## src/rtl/tbcd_pkg.sv

```systemverilog
// tbcd_pkg: shared types and constants for the text byte to code point decoder
// holds the encoding mode type, decode result struct and character constants
// no dependencies
package tbcd_pkg;

   localparam int unsigned ByteWidth  = 8;
   localparam int unsigned CpWidth    = 21;
   localparam int unsigned ModeWidth  = 2;
   localparam int unsigned RemWidth   = 2;
   localparam int unsigned UnitWidth  = 16;
   localparam int unsigned LowBitsW   = 10;

   typedef enum logic [ModeWidth-1:0] {
      MODE_UTF8   = 2'd0,
      MODE_U16BE  = 2'd1,
      MODE_U16LE  = 2'd2,
      MODE_RAW    = 2'd3
   } mode_type;

   localparam logic [CpWidth-1:0]   CP_REPLACEMENT = 21'h00FFFD;
   localparam logic [CpWidth-1:0]   CP_SUPPLEMENT  = 21'h010000;
   localparam logic [UnitWidth-1:0] UNIT_HIGH_LO   = 16'hD800;
   localparam logic [UnitWidth-1:0] UNIT_LOW_LO    = 16'hDC00;
   localparam logic [UnitWidth-1:0] UNIT_LOW_END   = 16'hE000;
   localparam logic [ByteWidth-1:0] LEAD_ASCII_MAX = 8'h7F;
   localparam logic [ByteWidth-1:0] LEAD_TWO_MAX   = 8'hDF;
   localparam logic [ByteWidth-1:0] LEAD_THREE_MAX = 8'hEF;
   localparam logic [ByteWidth-1:0] LEAD_FOUR_MAX  = 8'hF4;

   typedef struct packed {
      logic               emit;
      logic [CpWidth-1:0] code_point;
      logic               replaced;
      logic               end_of_text;
   } dec_result_type;

endpackage

```

## src/rtl/text_byte_to_codepoint_decoder_core.sv

```systemverilog
// text_byte_to_codepoint_decoder_core: top level of the byte to code point decoder
// input register, decode stage and result register with valid/stall handshakes
// depends on tbcd_pkg and tbcd_decode
//
// usage:
//   req_ channel carries one text byte per beat (req_valid / req_stall).
//   rsp_ channel carries one code point per beat with replaced and
//   end_of_text flags (rsp_valid / rsp_stall).
//   csr_ channel writes the 2-bit encoding mode (0 utf-8, 1 utf-16 be,
//   2 utf-16 le, 3 raw); csr_ready is always high and every write clears
//   the decoder state. write it only while no bytes are in flight.
//   an accepted byte is held in the input register and its result, if any,
//   is then registered in the result register that drives rsp_valid.
//   throughput is one byte per cycle while the result side is not stalled,
//   set by the single decode stage between the input and result registers.
//   bytes that complete nothing (lead bytes, first byte of a utf-16 unit,
//   high surrogates) give no result beat.
//   when rsp_stall is high the result holds; the input register drains only
//   if its byte gives no result, otherwise req_stall rises behind it.
//   reset empties both registers and selects utf-8 with no partial state.
module text_byte_to_codepoint_decoder_core (
   input  logic                                clock,
   input  logic                                reset,
   input  logic                                req_valid,
   output logic                                req_stall,
   input  logic [tbcd_pkg::ByteWidth-1:0]      req_in_byte,
   output logic                                rsp_valid,
   input  logic                                rsp_stall,
   output logic [tbcd_pkg::CpWidth-1:0]        rsp_code_point,
   output logic                                rsp_replaced,
   output logic                                rsp_end_of_text,
   input  logic                                csr_valid,
   output logic                                csr_ready,
   input  logic [tbcd_pkg::ModeWidth-1:0]      csr_encoding_mode
);
   import tbcd_pkg::*;

   logic                 s1_valid_ff, s1_valid_in;
   logic [ByteWidth-1:0] s1_byte_ff;
   logic                 rsp_valid_ff, rsp_valid_in;
   logic [CpWidth-1:0]   rsp_cp_ff;
   logic                 rsp_rep_ff;
   logic                 rsp_eot_ff;

   dec_result_type       dec;
   logic                 out_free;
   logic                 s1_fire;
   logic                 req_accept;
   logic                 out_load;
   logic                 csr_we;

   assign csr_ready = 1'b1;
   assign csr_we    = csr_valid & csr_ready;

   tbcd_decode u_decode (
      .clock    (clock),
      .reset    (reset),
      .csr_we   (csr_we),
      .csr_mode (csr_encoding_mode),
      .step     (s1_fire),
      .in_byte  (s1_byte_ff),
      .result   (dec)
   );

   always_comb begin
      out_free     = !rsp_valid_ff || !rsp_stall;
      // a byte with no result can leave even while the output is held
      s1_fire      = s1_valid_ff && (out_free || !dec.emit);
      req_stall    = s1_valid_ff && !s1_fire;
      req_accept   = req_valid && !req_stall;
      out_load     = s1_fire && dec.emit;
      s1_valid_in  = req_accept | (s1_valid_ff & ~s1_fire);
      rsp_valid_in = out_load | (rsp_valid_ff & rsp_stall);
   end

   always_ff @(posedge clock) begin
      if (reset) begin
         s1_valid_ff  <= 1'b0;
         rsp_valid_ff <= 1'b0;
      end else begin
         s1_valid_ff  <= s1_valid_in;
         rsp_valid_ff <= rsp_valid_in;
      end
   end

   always_ff @(posedge clock) begin
      if (req_accept) begin
         s1_byte_ff <= req_in_byte;
      end
      if (out_load) begin
         rsp_cp_ff  <= dec.code_point;
         rsp_rep_ff <= dec.replaced;
         rsp_eot_ff <= dec.end_of_text;
      end
   end

   assign rsp_valid       = rsp_valid_ff;
   assign rsp_code_point  = rsp_cp_ff;
   assign rsp_replaced    = rsp_rep_ff;
   assign rsp_end_of_text = rsp_eot_ff;

endmodule

```

## src/rtl/tbcd_decode.sv

```systemverilog
// tbcd_decode: per-byte decode logic and decoder state for all encoding modes
// holds the mode register, utf-8 assembly state and utf-16 unit/surrogate state
// depends on tbcd_pkg
module tbcd_decode (
   input  logic                                clock,
   input  logic                                reset,
   input  logic                                csr_we,
   input  logic [tbcd_pkg::ModeWidth-1:0]      csr_mode,
   input  logic                                step,
   input  logic [tbcd_pkg::ByteWidth-1:0]      in_byte,
   output tbcd_pkg::dec_result_type            result
);
   import tbcd_pkg::*;

   mode_type             mode_ff;
   logic [RemWidth-1:0]  rem_ff,     rem_in;
   logic [CpWidth-1:0]   partial_ff, partial_in;
   logic                 phase_ff,   phase_in;
   logic [ByteWidth-1:0] held_ff,    held_in;
   logic                 hp_ff,      hp_in;
   logic [LowBitsW-1:0]  hb_ff,      hb_in;

   logic [RemWidth-1:0]  rem_dec;
   logic [CpWidth-1:0]   cont_bits;
   logic [UnitWidth-1:0] unit;
   logic [CpWidth-1:0]   pair_cp;

   always_comb begin
      rem_dec = rem_ff - 2'd1;
      case (rem_dec)
         2'd0:    cont_bits = {15'd0, in_byte[5:0]};
         2'd1:    cont_bits = {9'd0, in_byte[5:0], 6'd0};
         2'd2:    cont_bits = {3'd0, in_byte[5:0], 12'd0};
         default: cont_bits = {15'd0, in_byte[5:0]};
      endcase
      unit = (mode_ff == MODE_U16BE) ? {held_ff, in_byte} : {in_byte, held_ff};
      pair_cp = CP_SUPPLEMENT + {1'b0, hb_ff, unit[LowBitsW-1:0]};
   end

   always_comb begin
      result     = '0;
      rem_in     = rem_ff;
      partial_in = partial_ff;
      phase_in   = phase_ff;
      held_in    = held_ff;
      hp_in      = hp_ff;
      hb_in      = hb_ff;
      case (mode_ff)
         MODE_UTF8: begin
            if (rem_ff != '0) begin
               rem_in     = rem_dec;
               partial_in = partial_ff | cont_bits;
               if (rem_dec == '0) begin
                  result.emit       = 1'b1;
                  result.code_point = partial_ff | cont_bits;
                  partial_in        = '0;
               end
            end else if (in_byte == '0) begin
               result.emit        = 1'b1;
               result.end_of_text = 1'b1;
            end else if (in_byte <= LEAD_ASCII_MAX) begin
               result.emit       = 1'b1;
               result.code_point = {13'd0, in_byte};
            end else if (in_byte <= LEAD_TWO_MAX) begin
               partial_in = {10'd0, in_byte[4:0], 6'd0};
               rem_in     = 2'd1;
            end else if (in_byte <= LEAD_THREE_MAX) begin
               partial_in = {5'd0, in_byte[3:0], 12'd0};
               rem_in     = 2'd2;
            end else if (in_byte <= LEAD_FOUR_MAX) begin
               partial_in = {in_byte[2:0], 18'd0};
               rem_in     = 2'd3;
            end else begin
               result.emit       = 1'b1;
               result.code_point = CP_REPLACEMENT;
               result.replaced   = 1'b1;
            end
         end
         MODE_U16BE, MODE_U16LE: begin
            if (!phase_ff) begin
               held_in  = in_byte;
               phase_in = 1'b1;
            end else begin
               phase_in = 1'b0;
               if (hp_ff) begin
                  hp_in       = 1'b0;
                  hb_in       = '0;
                  result.emit = 1'b1;
                  // a broken pair swallows the second unit
                  if (unit >= UNIT_LOW_LO && unit < UNIT_LOW_END) begin
                     result.code_point = pair_cp;
                  end else begin
                     result.code_point = CP_REPLACEMENT;
                     result.replaced   = 1'b1;
                  end
               end else if (unit < UNIT_HIGH_LO) begin
                  result.emit       = 1'b1;
                  result.code_point = {5'd0, unit};
               end else if (unit < UNIT_LOW_LO) begin
                  hp_in = 1'b1;
                  hb_in = unit[LowBitsW-1:0];
               end else if (unit < UNIT_LOW_END) begin
                  result.emit       = 1'b1;
                  result.code_point = CP_REPLACEMENT;
                  result.replaced   = 1'b1;
               end else begin
                  result.emit       = 1'b1;
                  result.code_point = {5'd0, unit};
               end
            end
         end
         default: begin
            result.emit        = 1'b1;
            result.code_point  = {13'd0, in_byte};
            result.end_of_text = (in_byte == '0);
         end
      endcase
   end

   always_ff @(posedge clock) begin
      if (reset) begin
         mode_ff    <= MODE_UTF8;
         rem_ff     <= '0;
         partial_ff <= '0;
         phase_ff   <= 1'b0;
         held_ff    <= '0;
         hp_ff      <= 1'b0;
         hb_ff      <= '0;
      end else if (csr_we) begin
         // a mode write drops any partial sequence
         mode_ff    <= mode_type'(csr_mode);
         rem_ff     <= '0;
         partial_ff <= '0;
         phase_ff   <= 1'b0;
         held_ff    <= '0;
         hp_ff      <= 1'b0;
         hb_ff      <= '0;
      end else if (step) begin
         rem_ff     <= rem_in;
         partial_ff <= partial_in;
         phase_ff   <= phase_in;
         held_ff    <= held_in;
         hp_ff      <= hp_in;
         hb_ff      <= hb_in;
      end
   end

endmodule

```

## config.mk

```make
export PLATFORM = sky130hd
export DESIGN_NAME = text_byte_to_codepoint_decoder_core
export DESIGN_NICKNAME = d
export VERILOG_FILES = /design/src/rtl/tbcd_pkg.sv /design/src/rtl/text_byte_to_codepoint_decoder_core.sv /design/src/rtl/tbcd_decode.sv
export SDC_FILE = /design/constraint.sdc
export NUM_CORES = 1
export LEC_CHECK = 0
export BUFFER_PORTS_ARGS = -buffer_cell sky130_fd_sc_hd__buf_2
export CAP_MARGIN = 20
export CORE_UTILIZATION = 60
export DETAILED_ROUTE_END_ITERATION = 6
export GPL_TIMING_DRIVEN = 0
export PLACE_DENSITY = 0.84
export REMOVE_ABC_BUFFERS = 1
export SETUP_SLACK_MARGIN = 0.5
export SLEW_MARGIN = 10
export SYNTH_ARGS = -nofsm -noshare
export SYNTH_HDL_FRONTEND = slang
export SYNTH_SLANG_ARGS = --single-unit
```

## constraint.sdc

```tcl
create_clock -name clock -period 5.5 [get_ports clock]
set_input_delay 0.825 -clock clock [delete_from_list [all_inputs] [get_ports clock]]
set_output_delay 0.825 -clock clock [all_outputs]
set_load 0.02 [all_outputs]
```

# Word level (Yosys, flattened, before mapping)
# Cells that the tools add are included.
# classes
n_eq_ne,7
mux,49
reduce_logical,25
order_cmp,8
n_addsub,2
bitwise,7
# ops
op,n
$mux W23,10
$mux W21,8
$mux W22,5
$lt A16 B16 Y1 const B,3
$pmux W22 S2,1
$pmux W18 S2,1
$mux W16,2
$mux W10,3
$le A8 B8 Y1 const B,3
$add A17 B20 Y21 const A,1
$or A21 B18 Y21,1
$ge A16 B16 Y1 const B,1
$mux W2,7
$mux W1,10
$reduce_and A5 Y1,2
$le A8 B7 Y1 const B,1
$logic_not A8 Y1,1
$ne A2 B1 Y1 const B,3
$reduce_and A3 Y1,2
$logic_and A1 B1 Y1,5
$logic_not A1 Y1,5
$eq A2 B1 Y1 const B,2
$eq A2 B2 Y1 const B,2
$logic_not A2 Y1,2
10 further kinds,17
# word_totals
inputBits,15
output_inout_bits,26
ff_bits,78

# Longest topological paths before layout
# Gate-level depths: netlist (run 1).
# depth
word_depth,20
depth_mapped,12
depth_no_buf,8

# Cells and area by module
# Synthesis (run 1) repeated with hierarchy kept, for this count alone.
# hier_totals
cells_unflattened,377
hier_area_um2,3769.9
# by_module_without_submodules
module,area_each_um2,cells_each,n_inst
tbcd_decode,2735.1,331,1
text_byte_to_codepoint_decoder_core,1034.7,46,1

# Worst setup path after synthesis (run 1)
# No wires, ideal clock.
# synth_path
path_kind,reg-to-reg
from,register s1_byte_ff[3]
to,"register rsp_cp_ff[0], in the netlist rsp_code_point[0] (enable)"
path_slack_ns,2.229
path_buffers,1
path_stages_with_launch,8
setup_ns,0.411
t_arrival_ns,2.860
required_time_ns,5.089
cell_sequence,edfxtp_1 -> clkbuf_1 -> nor2_1 -> o41ai_1 -> nor2_1 -> a21oi_1 -> o21ai_0 -> a21oi_1
# synth_via
elab_chain_cells,16
word_cells_on_any_way,27
cone_classes,6 x order compare; 16 x mux; 5 x reduce/logical
# synth_rtl
item,line,source
start: declaration,text_byte_to_codepoint_decoder_core.sv:39,logic [ByteWidth-1:0] s1_byte_ff;
start signal: assignment,text_byte_to_codepoint_decoder_core.sv:88,s1_byte_ff <= req_in_byte;
$le A8 B8 Y1,tbcd_decode.sv:70,end else if (in_byte <= LEAD_FOUR_MAX) begin
$mux W23,tbcd_decode.sv:70,
$mux W23,tbcd_decode.sv:67,end else if (in_byte <= LEAD_THREE_MAX) begin
$mux W23,tbcd_decode.sv:64,end else if (in_byte <= LEAD_TWO_MAX) begin
$mux W23,tbcd_decode.sv:61,end else if (in_byte <= LEAD_ASCII_MAX) begin
$mux W23,tbcd_decode.sv:58,end else if (in_byte == '0) begin
$mux W23,tbcd_decode.sv:50,if (rem_ff != '0) begin
$mux W23,tbcd_decode.sv:48,case (mode_ff)
$mux W22,tbcd_decode.sv:61,
$mux W1,tbcd_decode.sv:58,
$mux W22,tbcd_decode.sv:50,
$pmux W22 S2 *,tbcd_decode.sv:48,
$logic_not A1 Y1,text_byte_to_codepoint_decoder_core.sv:68,s1_fire = s1_valid_ff && (out_free || !dec.emit);
$logic_or A1 B1 Y1,text_byte_to_codepoint_decoder_core.sv:68,
$logic_and A1 B1 Y1,text_byte_to_codepoint_decoder_core.sv:68,
$logic_and A1 B1 Y1 *,text_byte_to_codepoint_decoder_core.sv:71,out_load = s1_fire && dec.emit;
via out_load,text_byte_to_codepoint_decoder_core.sv:49,logic out_load;
end signal: assignment,text_byte_to_codepoint_decoder_core.sv:91,rsp_cp_ff <= dec.code_point;
end: declaration,text_byte_to_codepoint_decoder_core.sv:41,logic [CpWidth-1:0] rsp_cp_ff;
# Mark *: on every way through the listed nets, which the timed path passes. The rest lies on a longest branch. The select of a mux whose other input is x is not followed.
# A chain may end at the register's enable or synchronous reset.

# Worst setup path in the final report (run 1)
# layout_path
from,register s1_byte_ff[4]
to,output port req_stall
# layout_via
elab_chain_cells,17
word_cells_on_any_way,28
cone_classes,6 x order compare; 16 x mux; 6 x reduce/logical
# layout_rtl
item,line,source
$le A8 B8 Y1,tbcd_decode.sv:70,
$mux W23,tbcd_decode.sv:70,
$mux W23,tbcd_decode.sv:67,
$mux W23,tbcd_decode.sv:64,
$mux W23,tbcd_decode.sv:61,
$mux W23,tbcd_decode.sv:58,
$mux W23,tbcd_decode.sv:50,
$mux W23,tbcd_decode.sv:48,
$mux W22,tbcd_decode.sv:61,
$mux W1,tbcd_decode.sv:58,
$mux W22,tbcd_decode.sv:50,
$pmux W22 S2 *,tbcd_decode.sv:48,
$logic_not A1 Y1 *,text_byte_to_codepoint_decoder_core.sv:68,
$logic_or A1 B1 Y1 *,text_byte_to_codepoint_decoder_core.sv:68,
$logic_and A1 B1 Y1 *,text_byte_to_codepoint_decoder_core.sv:68,
$logic_not A1 Y1 *,text_byte_to_codepoint_decoder_core.sv:69,req_stall = s1_valid_ff && !s1_fire;
$logic_and A1 B1 Y1 *,text_byte_to_codepoint_decoder_core.sv:69,
end: declaration,text_byte_to_codepoint_decoder_core.sv:25,"output logic req_stall,"
# Every way passes the cells marked *; elsewhere a longest branch is shown, timed or not. The select of a mux whose other input is x is not followed.

==> out/metrics.yaml, run 1 <==
yosysMostFrequentCell: "dfxtp_1"
clk_latency_ns: 0.36
drt_iter0_markers: 367
place_congestion: 0.9242
r2r_cells: 8
synth.largest_area_cell: "dfxtp_1"
synth-seq-area-share: 0.4863
via_per_inst: 6.629
grt_use_total: 0.3112
synthTopCellsByCount: "dfxtp_1 (47), a21oi_1 (38), nor2_1 (32)"
final_antenna_net_count: 0
powerDensity_nw_per_um2: 279.8
setup_tns_ns: 0
finalHoldViolCount: 0
synth_edf_count: 31
fin_crit_sh: 0.6513
vias: 3268
outcome: "finished, final reports clean"
synth_top_cells_by_area: "dfxtp_1 (24%), edfxtp_1 (24%), a21oi_1 (4.9%)"
fmax_mhz: 279.2
hold_end: "u_decode.hb_ff[4]"
antenna_found_initial: 0
r2r_setup_slack_ns: 2.04
final_nets: 433
worstMarginPinSlew_ns: 0.9077
required_ns: 4.68
fin_cells: 493
pre_cts_slack_ns: 2.163
setup_slack_ns: 1.918
grt_pass1_wl_mm: 15.30
cp-end-kind: "output pin"
cts_setup_buffers: 0
crit_type: "flip-flop to output pin"
path_max_fanout: 15
slowest_stage: "o41ai_1"
rows: 28
synthArstFlopShare: 0
htreeDepth: 3
hp-class: "flip-flop to flip-flop"
critPathLaunchType: "flip-flop"
holdPathStages: 1
yosysUniqueCellTypes: 59
cts-buffers-inserted: 9
clock-sinks: 78
r2r_end: "rsp_code_point[0]"
p_leak_uw: 0.001561
skew_ns: 0.008337
slew_violations: 0
cp_slowest_stage_delay_ns: 0.83
die-height_um: 82.09
place_hpwl_mm: 6.670
critical_path_buf_inv_count: 2
grt_max_degree: 34
start_util: 0.6350
tritoncts: "done"
routed_wl_mm: 9.682
cts_root_buf: "clkbuf_8"
io_buffers: 39
r2r_start: "u_decode.mode_ff[1]"
path_clk_slew_ns: 0.08
core_area_um2: 6061
synth-seq-cells: 78
post_drt_wl_per_cell_um: 19.64
avgSynthCellArea_um2: 9.843
placed_cells: 476
syn_to_final_growth_pct: 9.981
crit_family: "compound AO/OA/AOI/OAI gates"
ctsHoldBuffers: 0
min_period_ns: 3.582
synth_warnings: 0
timing.max_cap.violations: 0
relSlewSlack: 0.3926
die_width_um: 82.09
synth_top_area_frac: 0.2445
hold_start: "u_decode.hb_ff[4]"
grt_pass1_vias: 2926
clockBufferDepth: 2
diodes: 0
crit_path_cell_trace: "inv_1 > o41ai_1 > o22ai_1 > a21oi_1 > buf_2"
ir_drop_uv: 173.7
drive_gt1_frac: 0.1675
first_pass_iters: 6
setup_viol: 0
die_area_um2: 6739
critPathArrivalTime_ns: 2.76
syn-cell-area_um2: 3849
synth-main-ff-cell: "dfxtp_1"
drc_errors: 0
ioPinCount: 41
grt.overflow.total: 0
cts_resized: 0
syn_inst: 391
rsz0062_at_grt: "false"
==> logic make-up after synthesis <==
| kind of cell | after synthesis | share of synthesized area |
|---|---|---|
| AOI/OAI and AO/OA | 120 | 0.2162 |
| and+or+nand+nor | 117 | 0.1570 |
| DFF | 78 | 0.4863 |
| buffers and inverters | 42 | 0.04941 |
| muxes | 25 | 0.06697 |
| adders and majority gates | 5 | 0.01625 |
| xor gates and xnor gates | 3 | 0.006828 |
| other | 1 | 0.0009744 |
==> through the flow <==
stage | util | area, um^2 | hold WS (ns) | power, uW
finish | 0.6984 | 4233 | 0.4795 | 1184
global route | 0.6984 | 4233 | 0.4964 | 1223
CTS | 0.6938 | 4205 | 0.4760 | 1183
detailed placement | 0.6612 | 4008 | 0.4548 | 762.0
global placement | 0.6588 | 3993 | 0.4490 | 757.4
floorplan | - | 3704 | 0.4327 | 720.7
==> routing by layer <==
| metal | wire [um] | track usage |
|---|---|---|
| met4 | 226 | 0.1368 |
| met5 | 0 | 0 |
| met3 | 991 | 0.06154 |
| met1 | 4002 | 0.4274 |
| met2 | 4460 | 0.4752 |
==> registers in the layout (all words and copies together) (netlist names) <==
signal	cells
s1_byte_ff	8
u_decode.rem_ff	2
u_decode.held_ff	8
s1_valid_ff	1
u_decode.partial_ff	21
rsp_code_point	21
rsp_valid	1
u_decode.hb_ff	10
u_decode.hp_ff	1
u_decode.phase_ff	1
u_decode.mode_ff	2
rsp_replaced	1
rsp_end_of_text	1
==> layout by cell type (no fill, tap or decap), drive strengths merged, types with 3 or more instances in the layout <==
| cell | netlist | final |
|---|---|---|
| a31oi | 5 | 5 |
| nand2 | 20 | 20 |
| nor2b | 9 | 9 |
| nor4 | 3 | 3 |
| ha | 5 | 5 |
| nand3 | 9 | 9 |
| buf | 7 | 41 |
| dfxtp | 47 | 47 |
| a21oi | 38 | 38 |
| a22o | 15 | 15 |
| inv | 12 | 13 |
| o21ai | 19 | 19 |
| nor2 | 32 | 32 |
| clkinvlp | 0 | 3 |
| o221ai | 4 | 4 |
| and3 | 9 | 9 |
| mux2i | 19 | 19 |
| a41oi | 3 | 3 |
| nand4 | 4 | 4 |
| o2bb2ai | 6 | 6 |
| mux2 | 6 | 6 |
| clkbuf | 23 | 9 |
| o31ai | 4 | 4 |
| a22oi | 6 | 6 |
| nor3 | 12 | 12 |
| edfxtp | 31 | 31 |
| and2 | 5 | 5 |
==> report_power, final <==
group,internal [uW],leakage (uW),switching [uW]
Sequential,614,0.000686,20.3
Clock,210,0.0000895,221
Combinational,42.4,0.000786,76.5
Total,867,0.00156,317
==> how the worst max path moves through the flow <==
stage	depth (start not counted)	end	slack [ns]	from
4_1_cts	5	req_stall	1.97	s1_byte_ff[5]
3_5_place_dp	8	rsp_code_point[1]	2.16	u_decode.mode_ff[1]
2_1_floorplan	7	rsp_code_point[0]	2.17	u_decode.mode_ff[0]
3_3_place_gp	6	rsp_code_point[14]	1.30	s1_byte_ff[5]
6_report	5	req_stall	1.92	s1_byte_ff[4]
5_1_grt	5	req_stall	1.70	s1_byte_ff[5]
==> worst reg2reg max path, cell delays in order (launching register included) <==
cell	delay [ns]
dfxtp_1	0.37
inv_1	0.09
ha_1	0.35
or3b_4	0.45
a22oi_1	0.61
nand3_1	0.49
and2_1	0.36
o21ai_0	0.34
a21oi_1	0.13
==> area by class of cell <==
class	count	area (um^2)
sequential	78	1872
fill	481	1828
multi-input combinational	271	1790
timing repair buffer	41	234.0
clock buffer	9	123.9
tap	75	93.84
clock inverter	7	73.82
inverter	12	45.04
Note: power is estimated with default switching activity, not from simulation.
==> run 2, diff against run 1 <==
CORE_UTILIZATION = 53   (was 60)
PLACE_DENSITY = 0.79   (was 0.84)
clock period = 2.9 ns   (was 5.5 ns; I/O delays follow)
==> run 2 against run 1 <==
Against the previous run: hold slack worse by 0.22 ns; global-route usage is 1.3 points lower; register-to-register slack worse by 1.8 ns; clock-buffer cell count stayed put; clock power up 100%; critical path depth rose by 6; cell area is 14% higher; core utilization shrank 0.13 points; sequential share of layout area fell by 5.2 points; die area grew 13%.
==> out/metrics.yaml, run 2 (same netlist as run 1, synthesis figures left out) <==
pre_cts_slack_ns: -0.4130  # -2.576 ns
cp-end-kind: "flip-flop"
hp-class: "primary input to flip-flop"
clkPwrFrac: 0.366  # +0.002
grt_pass1_vias: 3322  # +14%
switching_share: 0.2557  # -0.01229
final_common_cell: "dfxtp_1"
die_area_um2: 7606  # +13%
grt_pass1_wl_mm: 16.83  # +10%
clockBufferDepth: 2  # unchanged
cp_slowest_stage_delay_ns: 0.45  # -0.38 ns
p_int_uw: 1766  # +100%
setup_viol: 0  # unchanged
path_clk_slew_ns: 0.08  # about the same
combPwrFrac: 0.133  # +0.033
grt_use_total: 0.2987  # -0.01256
crit_path_cell_trace: "inv_6 > ha_4 > buf_6 > nand4b_1 > a221o_1 > o21ai_4 > buf_4 > buf_12 > o2111ai_4 > and2_4 > a22o_1"
first_pass_iters: 7  # +1
powerDensity_nw_per_um2: 492.7  # +76%
fmax_mhz: 381.1
die_width_um: 87.22  # +6.2%
grt_max_degree: 34  # unchanged
syn_to_final_growth_pct: 25.10
diodes: 0  # unchanged
critPathLaunchType: "flip-flop"
start_util: 0.5572  # -0.07777
via_per_inst: 6.391  # -3.6%
rsz0062_at_grt: "true"
io_buffers: 39  # unchanged
layout_common_cells: "dfxtp_1 (44), buf_2 (38), a21oi_1 (35), buf_4 (35), edfxtp_1 (31)"
tritoncts: "done"
fill_cells: 526  # +9.4%
htreeDepth: 3  # unchanged
path_max_fanout: 7  # -8
fin_crit_sh: 0.9047
power.total_uw: 2372  # +100%
p_switching_uw: 606.6  # +91%
routed_wl_mm: 11.17  # +15%
vias: 3566  # +9.1%
skew_ns: 0.007173  # -0.001164 ns
timing.max_cap.violations: 0  # unchanged
relSlewSlack: 0.3165  # -0.07613
drive_gt1_frac: 0.3009  # +0.1334
outcome: "finished, final reports clean"
slew_violations: 0  # unchanged
grt.overflow.total: 0  # unchanged
drt_iter0_markers: 477  # +30%
final_antenna_net_count: 0  # unchanged
slowest_stage: "a221o_1"
antenna_found_initial: 0  # unchanged
cts-buffers-inserted: 9  # unchanged
place_hpwl_mm: 6.471  # -3.0%
min_period_ns: 2.624
die-height_um: 87.22  # +6.2%
required_ns: 3.15  # -1.53 ns
final_nets: 477  # +10%
clk_latency_ns: 0.35  # about the same
ioPinCount: 41  # unchanged
drc_errors: 0  # unchanged
p_leak_uw: 0.001830  # +17%
core_area_um2: 6907  # +14%
ir_drop_uv: 382.8  # +120%
crit_family: "compound AO/OA/AOI/OAI gates"
ctsHoldBuffers: 0  # unchanged
clock-sinks: 78  # unchanged
rows: 30  # +7.1%
critPathArrivalTime_ns: 2.87  # +0.11 ns
worstMarginPinSlew_ns: 1.021  # +0.1138 ns
post_drt_wl_per_cell_um: 20.02  # +1.9%
crit_type: "flip-flop to flip-flop"
critical_path_buf_inv_count: 4  # +2
place_congestion: 0.9419  # +1.9%
p_seq_frac: 0.501  # -0.035
cts_root_buf: "clkbuf_8"
finalHoldViolCount: 0  # unchanged
setup_slack_ns: 0.2763  # -1.642 ns
[run 2: cell types whose count changed in the layout (fill, tap and decap cells not counted), moves of 3 or more]
cell / delta
buf_4: +35
buf_6: +9
ha_1: -4
ha_4: +3
dfxtp_1: -3
o21ai_1: +5
o21ai_0: -6
[run 2: power groups by stage]
stage	logic [uW]	clock network (uW)	registers [uW]
floorplan	141	0	1230
global placement	209	0	1230
detailed placement	216	0	1230
CTS	281	880	1190
global route	334	921	1190
finish	315	868	1190
[run 2: area by class of cell]
| type | count | area [um^2] | area share |
|---|---|---|---|
| clock buffers | 9 | 123.9 | 0.02573 |
| clock inverters | 7 | 88.84 | 0.01845 |
| inverters | 12 | 50.05 | 0.01040 |
| multi-input cells | 272 | 1966 | 0.4083 |
| flip-flops and latches | 78 | 1881 | 0.3906 |
| well taps | 96 | 120.1 | 0.02495 |
| repair buffers | 84 | 585.6 | 0.1216 |
[run 2: per-layer routing]
metal / vias up / share of wire / global-route usage
met5: - / 0 / 0
met4: 0 / 0.051 / 0.1654
met3: 69 / 0.095 / 0.06066
met2: 253 / 0.46 / 0.4889
met1: 1645 / 0.39 / 0.3700
li1: 1599 / - / -
[run 2: what timing repair did]
item / in CTS / in global routing
buffers inserted: 30 / 14
endpoints found under the hold margin: 0 / 0
gates resized for setup: 37 / 20
cloned: 1 / 0
pin swaps: 7 / 11
setup endpoints to repair: 99 / 91
[run 2: final timing paths]
kind | from | end | slack (ns) | depth (start not counted)
max | u_decode.mode_ff[1] | u_decode.partial_ff[8] | 0.28 | 11
min | req_in_byte[4] | s1_byte_ff[4] | 0.26 | 1
max reg2reg | u_decode.mode_ff[1] | u_decode.partial_ff[8] | 0.28 | 11
min reg2reg | u_decode.hb_ff[4] | u_decode.hb_ff[4] | 0.48 | 1
[run 2: through the flow]
step           TNS, ns  std cells  instance area [um^2]  hold slack [ns]    util
2_1_floorplan   -9.884        361                  3704           0.4327       -
3_3_place_gp    -35.53        496                  4019           0.4459  0.5819
3_5_place_dp    -15.16        497                  4034           0.4518  0.5841
4_1_cts              0        544                  4628           0.2458  0.6701
5_1_grt              0        558                  4815           0.2447  0.6971
6_report             0        558                  4815           0.2563  0.6971
==> run 3, diff against run 2 <==
CELL_PAD_IN_SITES_DETAIL_PLACEMENT = 1   (was not set)
CELL_PAD_IN_SITES_GLOBAL_PLACEMENT = 1   (was not set)
CORE_UTILIZATION = 41   (was 53)
PLACE_DENSITY = 0.78   (was 0.79)
SETUP_SLACK_MARGIN = not set   (was 0.5)
==> run 3 against run 2 <==
Against the previous run: first-iteration DRC count decreased by 62%; critical path depth fell by 4; global-route usage is 3.6 points lower; combinational power decreased by 6.3%; cell count decreased by 1.3%; non-clock buffer count shrank 19.
==> out/metrics.yaml, run 3 (same netlist as run 1, synthesis figures left out) <==
p_leak_uw: 0.001688  # -7.8%
slew_violations: 0  # unchanged
drive_gt1_frac: 0.2528  # -0.04804
powerDensity_nw_per_um2: 509.4  # +3.4%
min_period_ns: 2.829  # +0.2056 ns
clk_latency_ns: 0.37  # +0.02 ns
diodes: 0  # unchanged
path_clk_slew_ns: 0.09  # about the same
setup_viol: 0  # unchanged
cts-buffers-inserted: 9  # unchanged
routed_wl_mm: 12.38  # +11%
design_area_um2: 4584  # -4.8%
ioPinCount: 41  # unchanged
grt_pass1_vias: 3520  # +6.0%
clockBufferDepth: 2  # unchanged
path_max_fanout: 10  # +3
hp-class: "primary input to flip-flop"
power.total_uw: 2335  # -1.6%
drc_errors: 0  # unchanged
tritoncts: "done"
final_nets: 458  # -4.0%
fin_cells: 551  # -1.3%
die_width_um: 98.89  # +13%
post_drt_wl_per_cell_um: 22.48  # +12%
placed_area_um2: 4045  # +0.28%
required_ns: 2.47  # -0.68 ns
pre_cts_slack_ns: -0.6245  # -0.2115 ns
critPathLaunchType: "flip-flop"
skew_ns: 0.01366  # +0.006485 ns
via_per_inst: 6.232  # -2.5%
first_pass_iters: 5  # -2
worstMarginPinSlew_ns: 0.8448  # -0.1767 ns
final_antenna_net_count: 0  # unchanged
start_util: 0.4329  # -0.1244
rows: 34  # +13%
fmax_mhz: 353.4  # -7.3%
grt_max_degree: 34  # unchanged
crit_path_cell_trace: "inv_2 > ha_4 > or3b_4 > a221o_1 > o21ai_4 > a21oi_1 > buf_2"
cp_slowest_stage_delay_ns: 0.40  # -0.05 ns
place_hpwl_mm: 7.717  # +19%
antenna_found_initial: 0  # unchanged
critPathArrivalTime_ns: 2.39  # -0.48 ns
slowest_stage: "or3b_4"
final_common_cell: "dfxtp_1"
hold_start: "req_in_byte[6]"
ctsHoldBuffers: 0  # unchanged
timing.max_cap.violations: 0  # unchanged
grt_use_total: 0.2626  # -0.03606
die_area_um2: 9778  # +29%
critical_path_buf_inv_count: 2  # -2
finalHoldViolCount: 0  # unchanged
worstSetupStartpoint: "u_decode.mode_ff[1]"
drt_iter0_markers: 179  # -62%
die-height_um: 98.89  # +13%
core_area_um2: 8891  # +29%
io_buffers: 39  # unchanged
ir_drop_uv: 247.1  # -35%
fin_crit_sh: 0.9756  # +0.07088
grt_pass1_wl_mm: 19.29  # +15%
setup_slack_ns: 0.07072  # -0.2056 ns
cts_root_buf: "clkbuf_8"
cp-end-kind: "output pin"
rsz0062_at_grt: "false"
relSlewSlack: 0.4347  # +0.1182
outcome: "finished, final reports clean"
crit_family: "compound AO/OA/AOI/OAI gates"
layout_common_cells: "dfxtp_1 (44), buf_2 (39), a21oi_1 (36), edfxtp_1 (31), nor2_1 (29)"
htreeDepth: 3  # unchanged
syn_to_final_growth_pct: 19.12
r2r_start: "u_decode.mode_ff[1]"
grt.overflow.total: 0  # unchanged
clock-sinks: 78  # unchanged
placed_cells: 508  # +2.2%
crit_type: "flip-flop to output pin"
place_congestion: 0.8647  # -8.2%
vias: 3434  # -3.7%
-- run 3: cell types whose count changed in the layout (fill, tap and decap cells not counted), sizes merged --
cell	before	now
a21oi	38	39
and2	6	5
buf	84	65
bufinv	2	1
clkbuf	9	10
clkinv	3	2
inv	12	13
-- run 3: final cells by class --
cell class / count / area (um^2)
repair buffers: 65 / 402.9
clock buffers: 10 / 127.6
flip-flops and latches: 78 / 1876
inverters: 12 / 45.04
clock inverters: 6 / 71.32
multi-input cells: 272 / 1927
fillers: 1002 / 4307
well taps: 108 / 135.1
-- run 3: report_power, final --
group / total (uW) / leakage [uW] / internal (uW) / switching, uW
Combinational: 295 / 0.000908 / 108 / 187
Sequential: 1200 / 0.000687 / 1170 / 29.4
Clock: 845 / 0.0000931 / 404 / 442
-- run 3: what timing repair did --
| action | CTS | global route |
|---|---|---|
| setup buffers | 19 | 7 |
| pin swaps | 2 | 1 |
| cloned | 1 | 0 |
| gates resized for setup | 17 | 9 |
| setup endpoints to repair | 85 | 63 |
| hold endpoints to repair | 0 | 0 |
-- run 3: metal layers --
metal	vias up	part of all wire	GRT usage
met5	-	0	0
met4	0	0.040	0.1504
met3	36	0.054	0.04326
met2	137	0.47	0.4239
met1	1696	0.43	0.3335
li1	1565	-	-
-- run 3: worst reg2reg max path: stages (launching register included) --
cell and delay (ns):
dfxtp_2 0.38, inv_2 0.09, ha_4 0.18, mux2_2 0.34
a221o_1 0.25, buf_4 0.16, nor2_2 0.07, nor2_2 0.37
o21ai_4 0.15, a21oi_4 0.46
-- run 3: through the flow --
stage | setup TNS, ns | utilization | hold WS, ns
after floorplan | -9.884 | - | 0.4327
after global placement | -44.47 | 0.4537 | 0.4536
after detailed placement | -27.67 | 0.4550 | 0.4549
after CTS | 0 | 0.5024 | 0.2270
after global routing | 0 | 0.5156 | 0.2182
final | 0 | 0.5156 | 0.2297
-- run 3: path summary, 6_finish.rpt --
check	slack (ns)	depth (start not counted)	end
setup reg to reg	0.11	9	rsp_code_point[2]
hold reg to reg	0.48	1	u_decode.hb_ff[4]
hold / removal	0.23	1	s1_byte_ff[6]
setup / recovery	0.07	7	req_stall
